--- src/hw/rtl/assert_macros.svh ---
// Assertion helpers for the RTL.
`ifndef ASSERT_MACROS_SVH
`define ASSERT_MACROS_SVH

// Same-cycle implication, disabled while in reset.
`define ASSERT_IMPLY(lbl, clk, rst_n, ante, cons, msg) \
    lbl: assert property (@(posedge clk) disable iff (!rst_n) (ante) |-> (cons)) \
        else $error(msg);

// Next-cycle implication, disabled while in reset.
`define ASSERT_NEXT(lbl, clk, rst_n, ante, cons, msg) \
    lbl: assert property (@(posedge clk) disable iff (!rst_n) (ante) |=> (cons)) \
        else $error(msg);

`endif

--- src/hw/rtl/lsti_pkg.sv ---
package lsti_pkg;

    localparam int IDX_W = 28;
    localparam int DIR_W = 4;
    localparam int CFG_W = 9;

    localparam logic [DIR_W-1:0] DIR_LAST  = 4'd14;
    localparam logic [CFG_W-1:0] SIZE_RST  = 9'd16;

    typedef enum logic [1:0] {
        REG_SIZE_X = 2'd0,
        REG_SIZE_Y = 2'd1,
        REG_SIZE_Z = 2'd2,
        REG_WALLS  = 2'd3
    } t_reg;

    typedef enum logic [1:0] {
        STEP_ZERO = 2'b00,
        STEP_POS  = 2'b01,
        STEP_NEG  = 2'b11
    } t_step;

    typedef struct packed {
        t_step x;
        t_step y;
        t_step z;
    } t_vel;

    // dir: direction shown on the result, slot: direction added to the index
    typedef struct packed {
        logic [DIR_W-1:0] dir;
        logic [DIR_W-1:0] slot;
        logic             bad;
        logic             last;
    } t_ctl;

    function automatic t_vel f_vel(input logic [DIR_W-1:0] d);
        t_vel v;
        v = '{x: STEP_ZERO, y: STEP_ZERO, z: STEP_ZERO};
        case (d)
            4'd1:    v = '{x: STEP_NEG,  y: STEP_ZERO, z: STEP_ZERO};
            4'd2:    v = '{x: STEP_POS,  y: STEP_ZERO, z: STEP_ZERO};
            4'd3:    v = '{x: STEP_ZERO, y: STEP_NEG,  z: STEP_ZERO};
            4'd4:    v = '{x: STEP_ZERO, y: STEP_POS,  z: STEP_ZERO};
            4'd5:    v = '{x: STEP_ZERO, y: STEP_ZERO, z: STEP_NEG};
            4'd6:    v = '{x: STEP_ZERO, y: STEP_ZERO, z: STEP_POS};
            4'd7:    v = '{x: STEP_POS,  y: STEP_POS,  z: STEP_POS};
            4'd8:    v = '{x: STEP_NEG,  y: STEP_POS,  z: STEP_POS};
            4'd9:    v = '{x: STEP_NEG,  y: STEP_NEG,  z: STEP_POS};
            4'd10:   v = '{x: STEP_POS,  y: STEP_NEG,  z: STEP_POS};
            4'd11:   v = '{x: STEP_POS,  y: STEP_POS,  z: STEP_NEG};
            4'd12:   v = '{x: STEP_NEG,  y: STEP_POS,  z: STEP_NEG};
            4'd13:   v = '{x: STEP_NEG,  y: STEP_NEG,  z: STEP_NEG};
            4'd14:   v = '{x: STEP_POS,  y: STEP_NEG,  z: STEP_NEG};
            default: v = '{x: STEP_ZERO, y: STEP_ZERO, z: STEP_ZERO};
        endcase
        return v;
    endfunction

    function automatic logic [DIR_W-1:0] f_opposite(input logic [DIR_W-1:0] d);
        logic [DIR_W-1:0] o;
        o = d;
        case (d)
            4'd1:    o = 4'd2;
            4'd2:    o = 4'd1;
            4'd3:    o = 4'd4;
            4'd4:    o = 4'd3;
            4'd5:    o = 4'd6;
            4'd6:    o = 4'd5;
            4'd7:    o = 4'd13;
            4'd8:    o = 4'd14;
            4'd9:    o = 4'd11;
            4'd10:   o = 4'd12;
            4'd11:   o = 4'd9;
            4'd12:   o = 4'd10;
            4'd13:   o = 4'd7;
            4'd14:   o = 4'd8;
            default: o = d;
        endcase
        return o;
    endfunction

endpackage

--- src/hw/rtl/lsti_seq.sv ---
module lsti_seq #(
    parameter int SW = 9
) (
    input  logic                     i_clk,
    input  logic                     i_rst_n,
    input  logic                     i_en,
    input  logic                     i_valid,
    input  logic [7:0]               i_x,
    input  logic [7:0]               i_y,
    input  logic [7:0]               i_z,
    input  logic [SW-1:0]            i_nx,
    input  logic [SW-1:0]            i_ny,
    input  logic [SW-1:0]            i_nz,
    input  logic                     i_walls,
    output logic                     o_ready,
    output logic                     o_valid,
    output lsti_pkg::t_ctl           o_ctl,
    output logic [SW-1:0]            o_x,
    output logic [SW-1:0]            o_y,
    output logic [SW-1:0]            o_z
);

    localparam int CW = (SW > 9) ? SW : 9;

    function automatic logic [CW-1:0] f_step(input logic [CW-1:0] c,
                                             input lsti_pkg::t_step d,
                                             input logic [CW-1:0] n);
        logic [CW-1:0] r;
        r = c;
        unique case (d)
            lsti_pkg::STEP_NEG:  r = (c == '0) ? n - CW'(1) : c - CW'(1);
            lsti_pkg::STEP_POS:  r = (c + CW'(1) >= n) ? '0 : c + CW'(1);
            lsti_pkg::STEP_ZERO: r = c;
            default:             r = c;
        endcase
        return r;
    endfunction

    logic                         r_busy;
    logic [lsti_pkg::DIR_W-1:0]   r_dir;
    logic [7:0]                   r_cx, r_cy, r_cz;
    logic                         r_bad;
    logic                         r_vld;
    lsti_pkg::t_ctl               r_ctl;
    logic [SW-1:0]                r_sx, r_sy, r_sz;

    logic                         w_issue, w_end, w_acc, w_in_bad;
    lsti_pkg::t_vel               w_vel;
    logic [CW-1:0]                w_xe, w_ye, w_ze, w_nxe, w_nye, w_nze;
    logic                         w_outside, w_bounce;
    logic [CW-1:0]                w_sx, w_sy, w_sz;

    assign w_issue = i_en && r_busy;
    assign w_end   = w_issue && (r_dir == lsti_pkg::DIR_LAST);
    assign o_ready = !r_busy || w_end;
    assign w_acc   = i_valid && o_ready;

    assign w_nxe = CW'(i_nx);
    assign w_nye = CW'(i_ny);
    assign w_nze = CW'(i_nz);
    assign w_in_bad = !((CW'(i_x) < w_nxe) && (CW'(i_y) < w_nye) && (CW'(i_z) < w_nze));

    assign w_vel = lsti_pkg::f_vel(r_dir);
    assign w_xe  = CW'(r_cx);
    assign w_ye  = CW'(r_cy);
    assign w_ze  = CW'(r_cz);

    assign w_outside = ((w_vel.z == lsti_pkg::STEP_NEG) && (w_ze == '0))
                    || ((w_vel.z == lsti_pkg::STEP_POS) && (w_ze + CW'(1) >= w_nze));
    assign w_bounce  = w_outside && i_walls;

    assign w_sx = w_bounce ? w_xe : f_step(w_xe, w_vel.x, w_nxe);
    assign w_sy = w_bounce ? w_ye : f_step(w_ye, w_vel.y, w_nye);
    assign w_sz = w_bounce ? w_ze : f_step(w_ze, w_vel.z, w_nze);

    always_ff @(posedge i_clk) begin
        if (!i_rst_n) begin
            r_busy <= 1'b0;
            r_dir  <= '0;
            r_vld  <= 1'b0;
        end else begin
            if (i_en) begin
                r_vld <= r_busy;
            end
            if (w_acc) begin
                r_busy <= 1'b1;
                r_dir  <= '0;
            end else if (w_end) begin
                r_busy <= 1'b0;
            end else if (w_issue) begin
                r_dir <= r_dir + 1'b1;
            end
        end
    end

    always_ff @(posedge i_clk) begin
        if (w_acc) begin
            r_cx  <= i_x;
            r_cy  <= i_y;
            r_cz  <= i_z;
            r_bad <= w_in_bad;
        end
        if (i_en) begin
            r_sx       <= w_sx[SW-1:0];
            r_sy       <= w_sy[SW-1:0];
            r_sz       <= w_sz[SW-1:0];
            r_ctl.dir  <= r_dir;
            r_ctl.slot <= w_bounce ? lsti_pkg::f_opposite(r_dir) : r_dir;
            r_ctl.bad  <= r_bad;
            r_ctl.last <= (r_dir == lsti_pkg::DIR_LAST);
        end
    end

    assign o_valid = r_vld;
    assign o_ctl   = r_ctl;
    assign o_x     = r_sx;
    assign o_y     = r_sy;
    assign o_z     = r_sz;

endmodule

--- src/hw/rtl/lsti_idx.sv ---
module lsti_idx #(
    parameter int SW = 9
) (
    input  logic                          i_clk,
    input  logic                          i_rst_n,
    input  logic                          i_en,
    input  logic                          i_valid,
    input  lsti_pkg::t_ctl                i_ctl,
    input  logic [SW-1:0]                 i_x,
    input  logic [SW-1:0]                 i_y,
    input  logic [SW-1:0]                 i_z,
    input  logic [SW-1:0]                 i_nx,
    input  logic [SW-1:0]                 i_ny,
    output logic                          o_valid,
    output lsti_pkg::t_ctl                o_ctl,
    output logic [lsti_pkg::IDX_W-1:0]    o_index
);

    localparam int PW = 2 * SW;
    localparam int YW = 2 * SW + 1;
    localparam int LW = 3 * SW + 1;
    localparam int TW = LW + 4;
    localparam int OW = (TW > lsti_pkg::IDX_W) ? TW : lsti_pkg::IDX_W;

    logic [3:0]                 r_vld;
    lsti_pkg::t_ctl             r_ctl_a, r_ctl_b, r_ctl_c, r_ctl_d, r_ctl_e;
    logic                       r_vld_e;
    logic [PW-1:0]              r_a_zn;
    logic [SW-1:0]              r_a_x, r_a_y, r_b_x, r_c_x;
    logic [YW-1:0]              r_b_yz;
    logic [LW-1:0]              r_c_p, r_d_lin;
    logic [lsti_pkg::IDX_W-1:0] r_e_idx;

    logic [TW-1:0]              w_t;
    logic [OW-1:0]              w_te;

    assign w_t  = (TW'(r_d_lin) << 4) - TW'(r_d_lin) + TW'(r_ctl_d.slot);
    assign w_te = OW'(w_t);

    always_ff @(posedge i_clk) begin
        if (!i_rst_n) begin
            r_vld   <= '0;
            r_vld_e <= 1'b0;
        end else if (i_en) begin
            r_vld   <= {r_vld[2:0], i_valid};
            r_vld_e <= r_vld[3];
        end
    end

    always_ff @(posedge i_clk) begin
        if (i_en) begin
            r_ctl_a <= i_ctl;
            r_a_zn  <= PW'(i_z) * PW'(i_ny);
            r_a_x   <= i_x;
            r_a_y   <= i_y;

            r_ctl_b <= r_ctl_a;
            r_b_yz  <= YW'(r_a_y) + YW'(r_a_zn);
            r_b_x   <= r_a_x;

            r_ctl_c <= r_ctl_b;
            r_c_p   <= LW'(r_b_yz) * LW'(i_nx);
            r_c_x   <= r_b_x;

            r_ctl_d <= r_ctl_c;
            r_d_lin <= r_c_p + LW'(r_c_x);

            r_ctl_e <= r_ctl_d;
            r_e_idx <= r_ctl_d.bad ? '0 : w_te[lsti_pkg::IDX_W-1:0];
        end
    end

    assign o_valid = r_vld_e;
    assign o_ctl   = r_ctl_e;
    assign o_index = r_e_idx;

endmodule

--- src/hw/rtl/lattice_stream_target_index.sv ---
// Channel   Dir  Words per cell  Contents
// s_axis    in   1               cell coordinates x, y, z
// m_axis    out  15              direction, target slot index, bad flag, last
// cfg       in   -               size_x, size_y, size_z, walls_on
//
// One direction leaves the sequencer each cycle while the output is not stalled;
// the next cell is taken on the cycle its predecessor issues direction 14.
// After issue, a direction passes the sequencer register, then index stages a to e.
// Synchronous reset restores sizes of 16, periodic z, and empties the pipeline.
// A stalled output word holds every pipeline stage; an idle sequencer still takes a cell.
`include "assert_macros.svh"

module lattice_stream_target_index #(
    parameter int MAX_SIDE = 256
) (
    input  logic                          i_clk,
    input  logic                          i_rst_n,
    input  logic                          s_axis_tvalid,
    output logic                          s_axis_tready,
    input  logic [23:0]                   s_axis_tdata,   // cell_x, cell_y, cell_z
    output logic                          m_axis_tvalid,
    input  logic                          m_axis_tready,
    output logic [31:0]                   m_axis_tdata,   // direction, target_index
    output logic                          m_axis_tuser,   // bad_coord
    output logic                          m_axis_tlast,
    input  logic                          i_cfg_we,
    input  logic [1:0]                    i_cfg_idx,
    input  logic [lsti_pkg::CFG_W-1:0]    i_cfg_data
);

    localparam int SW = $clog2(MAX_SIDE + 1);
    localparam int CW = (SW > lsti_pkg::CFG_W) ? SW : lsti_pkg::CFG_W;
    localparam logic [CW-1:0] MAX_C = CW'(MAX_SIDE);

    function automatic logic [SW-1:0] f_clamp(input logic [lsti_pkg::CFG_W-1:0] s);
        logic [CW-1:0] e;
        logic [CW-1:0] r;
        e = CW'(s);
        r = (e > MAX_C) ? MAX_C : e;
        return r[SW-1:0];
    endfunction

    logic [lsti_pkg::CFG_W-1:0] r_size_x, r_size_y, r_size_z;
    logic                       r_walls;

    logic [SW-1:0]              w_nx, w_ny, w_nz;
    logic                       w_en;
    logic                       w_s1_valid;
    lsti_pkg::t_ctl             w_s1_ctl;
    logic [SW-1:0]              w_s1_x, w_s1_y, w_s1_z;
    logic                       w_o_valid;
    lsti_pkg::t_ctl             w_o_ctl;
    logic [lsti_pkg::IDX_W-1:0] w_o_index;

    always_ff @(posedge i_clk) begin
        if (!i_rst_n) begin
            r_size_x <= lsti_pkg::SIZE_RST;
            r_size_y <= lsti_pkg::SIZE_RST;
            r_size_z <= lsti_pkg::SIZE_RST;
            r_walls  <= 1'b0;
        end else if (i_cfg_we) begin
            unique case (lsti_pkg::t_reg'(i_cfg_idx))
                lsti_pkg::REG_SIZE_X: r_size_x <= i_cfg_data;
                lsti_pkg::REG_SIZE_Y: r_size_y <= i_cfg_data;
                lsti_pkg::REG_SIZE_Z: r_size_z <= i_cfg_data;
                lsti_pkg::REG_WALLS:  r_walls  <= i_cfg_data[0];
            endcase
        end
    end

    assign w_nx = f_clamp(r_size_x);
    assign w_ny = f_clamp(r_size_y);
    assign w_nz = f_clamp(r_size_z);

    // advance the whole pipeline unless the output word is held
    assign w_en = !w_o_valid || m_axis_tready;

    lsti_seq #(.SW(SW)) u_seq (
        .i_clk   (i_clk),
        .i_rst_n (i_rst_n),
        .i_en    (w_en),
        .i_valid (s_axis_tvalid),
        .i_x     (s_axis_tdata[7:0]),
        .i_y     (s_axis_tdata[15:8]),
        .i_z     (s_axis_tdata[23:16]),
        .i_nx    (w_nx),
        .i_ny    (w_ny),
        .i_nz    (w_nz),
        .i_walls (r_walls),
        .o_ready (s_axis_tready),
        .o_valid (w_s1_valid),
        .o_ctl   (w_s1_ctl),
        .o_x     (w_s1_x),
        .o_y     (w_s1_y),
        .o_z     (w_s1_z)
    );

    lsti_idx #(.SW(SW)) u_idx (
        .i_clk   (i_clk),
        .i_rst_n (i_rst_n),
        .i_en    (w_en),
        .i_valid (w_s1_valid),
        .i_ctl   (w_s1_ctl),
        .i_x     (w_s1_x),
        .i_y     (w_s1_y),
        .i_z     (w_s1_z),
        .i_nx    (w_nx),
        .i_ny    (w_ny),
        .o_valid (w_o_valid),
        .o_ctl   (w_o_ctl),
        .o_index (w_o_index)
    );

    assign m_axis_tvalid = w_o_valid;
    assign m_axis_tdata  = {w_o_index, w_o_ctl.dir};
    assign m_axis_tuser  = w_o_ctl.bad;
    assign m_axis_tlast  = w_o_ctl.last;

    `ASSERT_IMPLY(a_last_dir, i_clk, i_rst_n, m_axis_tvalid,
        m_axis_tlast == (m_axis_tdata[3:0] == lsti_pkg::DIR_LAST), "last out of step")
    `ASSERT_IMPLY(a_bad_zero, i_clk, i_rst_n, m_axis_tvalid && m_axis_tuser,
        m_axis_tdata[31:4] == '0, "bad cell gives nonzero index")
    `ASSERT_NEXT(a_s1_hold, i_clk, i_rst_n, !w_en && w_s1_valid,
        w_s1_valid && $stable(w_s1_ctl), "first stage moved during stall")

endmodule

--- config.mk ---
export PLATFORM = sky130hd
export DESIGN_NAME = lattice_stream_target_index
export DESIGN_NICKNAME = d
export VERILOG_FILES = /design/src/hw/rtl/lsti_pkg.sv /design/src/hw/rtl/lsti_seq.sv /design/src/hw/rtl/lsti_idx.sv /design/src/hw/rtl/lattice_stream_target_index.sv
export VERILOG_INCLUDE_DIRS = /design/src /design/src/hw/rtl
export SDC_FILE = /design/constraint.sdc
export NUM_CORES = 1
export LEC_CHECK = 0
export ABC_AREA = 1
export ABC_CLOCK_PERIOD_IN_PS = 6100
export BUFFER_PORTS_ARGS = -buffer_cell sky130_fd_sc_hd__clkbuf_2
export CAP_MARGIN = 20
export CORE_MARGIN = 8
export CORE_UTILIZATION = 56
export DETAILED_ROUTE_END_ITERATION = 12
export PLACE_DENSITY_LB_ADDON = 0.1
export SETUP_SLACK_MARGIN = 0.5
export SLEW_MARGIN = 20
export SYNTH_ARGS = -nofsm -noshare
export SYNTH_HDL_FRONTEND = slang
export SYNTH_SLANG_ARGS = --single-unit
--- constraint.sdc ---
create_clock -name i_clk -period 6.1 [get_ports i_clk]
set_clock_uncertainty 0.2 [all_clocks]
set_input_delay 0.61 -clock i_clk [delete_from_list [all_inputs] [get_ports i_clk]]
set_output_delay 0.61 -clock i_clk [all_outputs]
set_load 0.05 [all_outputs]
# Yosys cells after proc, flatten, opt, wreduce, memory -nomap -nowiden
# Memories as Yosys holds them, arrays and structs flattened. A register that Yosys moved wholly into a read port is not among the register bits.
# Index checks and enable logic that the tools add are counted.
# W data, S select, Z words.
[classes]
addsub = 14
mul = 2
n_lt_le_gt_ge = 9
n_eq_ne = 23
n_mux = 21
bitwise = 2
reduce_logical = 25
[ops]
columns = ["op", "n"]
rows = [
  ["$mux W9", 9],
  ["$pmux W4 S14", 1],
  ["$pmux W9 S2", 3],
  ["$add A28 B4 Y28", 1],
  ["$add A28 B9 Y28", 1],
  ["$eq A4 B4 Y1 const B", 7],
  ["$mul A19 B9 Y28", 1],
  ["$sub A28 B28 Y28", 1],
  ["$add A8 B1 Y9 const B", 3],
  ["$ge A9 B9 Y1", 3],
  ["$gt A9 B9 Y1 const B", 3],
  ["$logic_not A9 Y1", 3],
  ["$lt A8 B9 Y1", 3],
  ["$sub A8 B1 Y9 const B", 3],
  ["$sub A9 B1 Y9 const B", 3],
  ["$mux W8", 3],
  ["$add A9 B18 Y19", 1],
  ["$mul A9 B9 Y18", 1],
  ["$eq A4 B3 Y1 const B", 4],
  ["$mux W4", 3],
  ["$eq A2 B2 Y1 const B", 5],
  ["$reduce_and A2 Y1", 5],
  ["$eq A2 B1 Y1 const B", 4],
  ["$eq A4 B2 Y1 const B", 2],
  ["10 further kinds", 23],
]
[totals]
regBits = 304
mem_bits_ro = 96
inputBits = 40
word_cells = 148
mem_count = 1
[memory_table]
columns = ["name", "words", "word_bits", "rd", "rd_clocked_by_memory_dff", "wr", "line_no", "rtl"]
rows = [
  ["(name not given)", 16, 6, 1, 1, 0, "lsti_pkg.sv:40", "case (d)"],
]

# Longest topological paths before layout
# Gate-level depths: netlist (run 1).
[logic_depth]
word_depth = 8
ltp_mapped = 23
mapped_depth_nobuf = 23

# By module
# A second synthesis (run 1) with hierarchy kept.
[unflattened]
hier_cells = 3274
area_unflattened_um2 = 26106.3
[by_module_without_submodules]
columns = ["module", "n_inst", "cells_each", "area_per_inst_um2"]
rows = [
  ["lsti_idx", 1, 2238, 18659.1],
  ["lsti_seq", 1, 831, 6135.9],
  ["lattice_stream_target_index", 1, 205, 1311.3],
]

# Worst setup path after synthesis (run 1)
# Ideal clock, no wire load.
[synth_path]
kind = "register to register"
from = "reg r_size_x[8] in the netlist's numbering"
to = "reg u_idx.r_c_p[17] (data pin)"
setup_time_ns = 0.258
t_arrival_ns = 4.592
path_slack_ns = 1.050
stages_incl_launch_ff = 21
n_path_buf = 2
period_less_slack_ns = 5.050
path_cell_list = "dfxtp_1 -> inv_2 -> buf_2 -> nand2_1 -> clkinv_1 -> clkbuf_1 -> nand2_1 -> fa_1 -> inv_1 -> fa_1 -> fa_1 -> inv_1 -> fa_1 -> inv_1 -> ha_1 -> nand2_1 -> nor2_1 -> inv_1 -> o21ai_0 -> a21oi_1 -> xnor2_1"
[synth_via]
elab_chain_cells = 3
[synth_rtl]
columns = ["item", "line_no", "rtl"]
rows = [
  ["start: declaration", "lattice_stream_target_index.sv:43", "logic [lsti_pkg::CFG_W-1:0] r_size_x, r_size_y, r_size_z;"],
  ["start signal: assignment", "lattice_stream_target_index.sv:57", "r_size_x <= lsti_pkg::SIZE_RST;"],
  ["start signal: assignment", "lattice_stream_target_index.sv:63", "lsti_pkg::REG_SIZE_X: r_size_x <= i_cfg_data;"],
  ["$gt A9 B9 Y1", "lattice_stream_target_index.sv:39", "r = (e > MAX_C) ? MAX_C : e;"],
  ["$mux W9 *", "lattice_stream_target_index.sv:39", ""],
  ["$mul A19 B9 Y28 *", "lsti_idx.sv:62", "r_c_p <= LW'(r_b_yz) * LW'(i_nx);"],
  ["end signal: assignment", "lsti_idx.sv:62", ""],
  ["end: declaration", "lsti_idx.sv:31", "logic [LW-1:0] r_c_p, r_d_lin;"],
]
# Mark *: on every way between the ends. The rest lies on a longest branch, timed or not.
# A chain may end at the register's enable or synchronous reset.

# Worst setup path in the final report (run 1)
# Same ends and word-level chain as after synthesis.

==> results of run 1 <==
## stage by stage
stage / utilization (%) / cells / hold slack (ns)
6_report: 61.8 / 3467 / 0.0478
5_1_grt: 61.8 / 3467 / 0.0331
4_1_cts: 61.6 / 3458 / 0.0158
3_5_place_dp: 58.8 / 3391 / 0.205
3_3_place_gp: 58.8 / 3391 / 0.201
2_1_floorplan: - / 2752 / 0.200
## how the worst max path moves through the flow
| stage | to | slack, ns | cells after the start |
|---|---|---|---|
| 6_report | u_idx.r_c_p[17]$_DFFE_PN_ | 0.78 | 19 |
| 5_1_grt | u_idx.r_c_p[24]$_DFFE_PN_ | 0.45 | 20 |
| 4_1_cts | u_idx.r_c_p[20]$_DFFE_PN_ | 0.51 | 21 |
| 3_5_place_dp | u_idx.r_c_p[20]$_DFFE_PN_ | 0.45 | 21 |
| 3_3_place_gp | u_idx.r_c_p[20]$_DFFE_PN_ | 0.59 | 21 |
| 2_1_floorplan | u_idx.r_c_p[17]$_DFFE_PN_ | 1.05 | 20 |
## logic make-up (layout without fill, tap and decap cells)
kind of cell	after synthesis	in the layout	synth area share (%)
compound gates	343	343	7.82
flops	310	310	36.6
buf+inv	563	693	8.94
xor+xnor	97	97	3.51
simple gates	1070	1070	18.6
fa+ha+maj	369	369	24.5
## what timing repair did
action	4_1_cts	5_1_grt
endpoints found under the setup margin	1	16
pin swaps	0	0
gates resized for setup	1	11
setup buffers	0	9
## worst max-delay path: stages (launching register included)
cell and delay (ns):
dfxtp_1 0.31, inv_2 0.20, nand2_1 0.22, clkinvlp_4 0.27, buf_4 0.17, nand2_1 0.06
fa_1 0.48, inv_1 0.05, fa_1 0.47, fa_1 0.49, inv_1 0.05, fa_1 0.53
inv_1 0.05, ha_1 0.35, nand2_1 0.10, o21ai_0 0.25, a21oi_1 0.11, o21ai_0 0.38
a21oi_1 0.16, xnor2_1 0.15
## layout by cell type, fill, tap and decap left out, types with 10 or more instances in the layout
master     count
a21oi_1      142
buf_4         20
clkbuf_16     37
clkbuf_2      75
dfxtp_1       44
edfxtp_1     265
fa_1         173
ha_1         196
inv_1        500
inv_2         22
nand2_1      529
nand2_2       12
nand3_1      101
nand4_1       24
nor2_1       320
nor2_2        18
nor3_1        26
nor4_1        11
o21ai_0      116
o21ai_1       24
o21ai_2       10
xnor2_1       21
xor2_1        76
## flip-flops by register name (all words and copies together), names as in the netlist, 10 cells and up
name,flops
u_seq.o_ctl,10
u_idx.r_b_yz,19
u_idx.r_ctl_d,10
u_idx.r_ctl_b,10
u_idx.r_c_p,28
u_idx.r_ctl_a,10
u_idx.r_d_lin,28
u_idx.o_index,28
u_idx.r_ctl_c,10
u_idx.r_a_zn,18
## metal layers
metal | part of all wire (%) | GRT usage, % | routed length, um
met1 | 40 | 25.9 | 22300
met2 | 51 | 41.4 | 28300
met3 | 4.5 | 2.65 | 2500
met4 | 4.9 | 11.0 | 2760
met5 | 0 | 0 | 0
## where the power goes
group | internal, W | switching, W | total [W]
clock | 0.00123 | 0.000911 | 0.00214
combinational | 0.00125 | 0.00248 | 0.00373
sequential | 0.00278 | 0.000271 | 0.00305
total | 0.00526 | 0.00366 | 0.00892
## area by class of cell
class,instances,area (sq um),share of cell area [%]
Clock buffer,44,952,3.59
Inverter,530,2010,7.59
Sequential cell,310,8860,33.4
Tap cell,585,732,2.76
Timing Repair Buffer,96,546,2.06
Clock inverter,23,245,0.925
Multi-Input combinational cell,1879,13200,49.7
==> results.json, run 1 <==
{
  "ctsHoldBuffers": 0,
  "h-tree-depth": 2,
  "place_hpwl_um": 44700,
  "rrSetupSlack_ns": 0.78,
  "firstDrtPassIters": 6,
  "cts_root_buffer": "clkbuf_16",
  "wl_um": 55800,
  "startpoint": "r_size_x[8]$_SDFFE_PN0P_",
  "finalHoldViolCount": 0,
  "drt-vias-per-instance": 5.31,
  "synth_common_cells": "nand2_1 (530), inv_1 (500), nor2_1 (321)",
  "yosysTopAreaCell": "edfxtp_1",
  "initial_core_util_pct": 56.4,
  "antenna_found_initial": 0,
  "hold_start": "s_axis_tdata[23]",
  "seq_area_frac_synth_pct": 36.6,
  "netlist_area_sq_um": 24200,
  "r2r-end": "u_idx.r_c_p[17]$_DFFE_PN_",
  "area_growth_pct": 9.71,
  "finalSetupViolCount": 0,
  "crit_path_start_kind": "flop",
  "io_buffers": 75,
  "cts_buffers": 37,
  "io_pins": 76,
  "place_area_sq_um": 25200,
  "cellPowerDensity_nw_per_um2": 336,
  "clock.fmax_mhz": 188,
  "gp_congestion": 0.939,
  "synthesis.nets": 3161,
  "ys_ff_latch": 310,
  "hold_class": "in -> reg",
  "grt_max_degree": 108,
  "holdPathEnd": "u_seq.r_cz[7]$_DFFE_PP_",
  "final_period_minus_worst_setup_slack_ns": 5.32,
  "drive_gt1_share_pct": 8.40,
  "fin_nets": 3263,
  "pre_cts_ws_ns": 0.451,
  "drc": 0,
  "postSynthCellCount": 2752,
  "die_w_um": 224,
  "cts.sinks": 310,
  "end_kind": "flop",
  "final_antenna_net_count": 0,
  "grt_pass1_wl_um": 91500,
  "netlist-cell-type-count": 53,
  "crit_type": "reg -> reg",
  "cts_tree": "yes",
  "synth_area_leaders": "edfxtp_1 (33%), fa_1 (14%), ha_1 (10%), nand2_1 (8.2%), inv_1 (7.8%)",
  "post-route-worst-setup-slack_ns": 0.778,
  "stdcell_area_sq_um": 26500,
  "die_area_sq_um": 50100,
  "synth.most_common_cell": "nand2_1",
  "rsz0062_at_grt": "yes",
  "grt-ovfl-total": 0,
  "irDropWorstVdd_mv": 0.195,
  "avgSynthCellArea_sq_um": 8.78,
  "worstMarginPinSlew_ns": 0.877,
  "maxSlewViolCount": 0,
  "fillers": 3793,
  "drt_iter0_drc": 1279,
  "crit_required_ns": 6.20,
  "grt_pass1_vias": 18539,
  "row_count": 76,
  "synthFlopType": "edfxtp_1",
  "p_leak_nw": 13.0,
  "async_flop_share_pct": 0,
  "synth_top_area_share_pct": 32.9,
  "synth_edf_count": 265,
  "post_drt_wl_per_cell_um": 16.1,
  "status": "complete, no violations",
  "r2r_cells": 19,
  "num_antenna_cells": 0,
  "worstSkewPairLatency_ns": 0.56,
  "arrival_ns": 5.42,
  "setup_tns_ns": 0,
  "path_max_fanout": 12,
  "clk_path_buf_depth": 3,
  "core_area_sq_um": 42900,
  "yosys_warnings": 0,
  "fin_crit_sh_pct": 87.2,
  "die_y_um": 224,
  "clk_pin_slew_ns": 0.06,
  "reg2reg_from": "r_size_x[8]$_SDFFE_PN0P_",
  "drv_cap": 0,
  "relSlewSlack_pct": 41.5,
  "via_count": 18410,
  "finalPower_w": 0.00892,
  "grt_use_total_pct": 22.6,
  "hold_depth": 1
}
Note: power is estimated with default switching activity, not from simulation.
==> run 2, diff against run 1 <==
- CELL_PAD_IN_SITES_DETAIL_PLACEMENT: not set -> 1
- CELL_PAD_IN_SITES_GLOBAL_PLACEMENT: not set -> 1
- CORE_UTILIZATION: 56 -> 50
==> run 2 against run 1 <==
Effect of this change: global-route usage increased by 0.85 points; via count increased by 1.3%; fmax decreased by 0.69%; utilization decreased by 6.3 points; sequential power about the same; critical path depth unchanged; worst hold slack got worse by 0.010 ns; cell count increased by 0.75%; power increased by 1.9%; non-clock buffer count decreased by 4; register-to-register slack got worse by 0.04 ns; worst setup slack got worse by 0.037 ns; critical path type unchanged; largest cell class unchanged.
==> results.json, run 2 (synthesized netlist as in run 1, its figures left out) <==
{
  "status": "complete, no violations",
  "wl_um": 65100,
  "cts.sinks": 310,
  "cellPowerDensity_nw_per_um2": 343,
  "post_drt_wl_per_cell_um": 18.6,
  "die_y_um": 236,
  "firstDrtPassIters": 5,
  "clk_pin_slew_ns": 0.06,
  "clk_path_buf_depth": 3,
  "die_area_sq_um": 55600,
  "maxSlewViolCount": 0,
  "grt_pass1_wl_um": 106000,
  "io_pins": 76,
  "finalSetupViolCount": 0,
  "cts_root_buffer": "clkbuf_16",
  "relSlewSlack_pct": 29.8,
  "drc": 0,
  "worstMarginPinSlew_ns": 1.05,
  "hold_class": "in -> reg",
  "die_w_um": 236,
  "cts_tree": "yes",
  "crit_required_ns": 6.20,
  "hold_start": "s_axis_tdata[16]",
  "core_area_sq_um": 47700,
  "rsz0062_at_grt": "yes",
  "final_antenna_net_count": 0,
  "antenna_found_initial": 1,
  "setup_tns_ns": 0,
  "initial_core_util_pct": 50.6,
  "reg2reg_from": "r_size_x[8]$_SDFFE_PN0P_",
  "clock.fmax_mhz": 187,
  "io_buffers": 75,
  "irDropWorstVdd_mv": 0.198,
  "area_growth_pct": 9.68,
  "p_leak_nw": 13.0,
  "fillers": 5595,
  "drt-vias-per-instance": 5.34,
  "place_hpwl_um": 52400,
  "drv_cap": 0,
  "utilization_pct": 55.5,
  "crit_type": "reg -> reg",
  "startpoint": "r_size_x[8]$_SDFFE_PN0P_",
  "fin_crit_sh_pct": 87.9,
  "via_count": 18654,
  "crit_path_start_kind": "flop",
  "end_kind": "flop",
  "layout_common_cells": "nand2_1 (529), inv_1 (499), nor2_1 (321), edfxtp_1 (265), ha_1 (196)",
  "stdcell_area_sq_um": 26500,
  "grt-ovfl-total": 0,
  "row_count": 80,
  "gp_congestion": 0.904,
  "seqCellArea_sq_um": 8860,
  "finalHoldViolCount": 0,
  "final_period_minus_worst_setup_slack_ns": 5.36,
  "fin_nets": 3259,
  "h-tree-depth": 2,
  "place_area_sq_um": 25200,
  "worstSkewPairLatency_ns": 0.57,
  "grt_use_total_pct": 23.4,
  "num_antenna_cells": 0,
  "ctsHoldBuffers": 0,
  "grt_pass1_vias": 20575,
  "cts_buffers": 37,
  "multi_input_area_sq_um": 13200,
  "arrival_ns": 5.46,
  "layout_commonest_cell": "nand2_1",
  "grt_max_degree": 95,
  "drive_gt1_share_pct": 8.13,
  "drt_iter0_drc": 752,
  "path_max_fanout": 12
}
-- run 2: timing repair --
| action | CTS | global route |
|---|---|---|
| endpoints found under the setup margin | 6 | 18 |
| setup buffers | 0 | 5 |
| gates resized for setup | 2 | 10 |
-- run 2: power by group --
group / switching, W / leakage [nW] / total, W / internal [W]
Clock: 0.000926 / 0.567 / 0.00216 / 0.00123
Sequential: 0.000286 / 3.35 / 0.00307 / 0.00278
Combinational: 0.00260 / 9.07 / 0.00387 / 0.00126
Total: 0.00382 / 13.0 / 0.00909 / 0.00528
-- run 2: layer usage --
metal  vias up  GRT usage [%]  wire length (um)
met1      9197           25.4             25500
met4         2           9.23              2630
met3       143           2.63              1790
li1       9007              -                 -
met5         -              0                13
met2       305           45.7             35200
-- run 2: worst max-delay path, stage by stage, from the launching register on --
cell,delay (ns)
dfxtp_1,0.32
inv_2,0.20
nand2_1,0.14
inv_1,0.23
nand2_1,0.11
fa_1,0.54
fa_1,0.55
inv_1,0.05
fa_1,0.54
inv_1,0.06
fa_1,0.53
inv_1,0.04
ha_1,0.34
a21oi_1,0.22
o21ai_0,0.16
a21oi_1,0.28
o21ai_0,0.24
nand4_1,0.15
nand2_1,0.08
xor2_1,0.14
-- run 2: final timing paths --
kind,end,slack [ns],cells after the start
max reg2reg,u_idx.r_c_p[19]$_DFFE_PN_,0.74,19
max,u_idx.r_c_p[19]$_DFFE_PN_,0.74,19
min,u_seq.r_cz[0]$_DFFE_PP_,0.04,1
min reg2reg,u_idx.r_a_y[0]$_DFFE_PN_,0.21,0
-- run 2: final cells by class --
class / instances / area share (%)
multi-input cells: 1879 / 49.7
flip-flops and latches: 310 / 33.4
inverters: 530 / 7.59
clock buffers: 44 / 3.63
well taps: 615 / 2.90
repair buffers: 92 / 1.94
clock inverters: 23 / 0.854
-- run 2: metrics by stage --
stage	hold WS (ns)	total power [W]	std cells	setup slack, ns
5_1_grt	0.0240	0.00975	3493	0.420
4_1_cts	0.00877	0.00916	3488	0.508
3_3_place_gp	0.200	0.00680	3421	0.624
3_5_place_dp	0.205	0.00696	3421	0.391
6_report	0.0377	0.00909	3493	0.741
2_1_floorplan	0.200	0.00583	2752	1.05
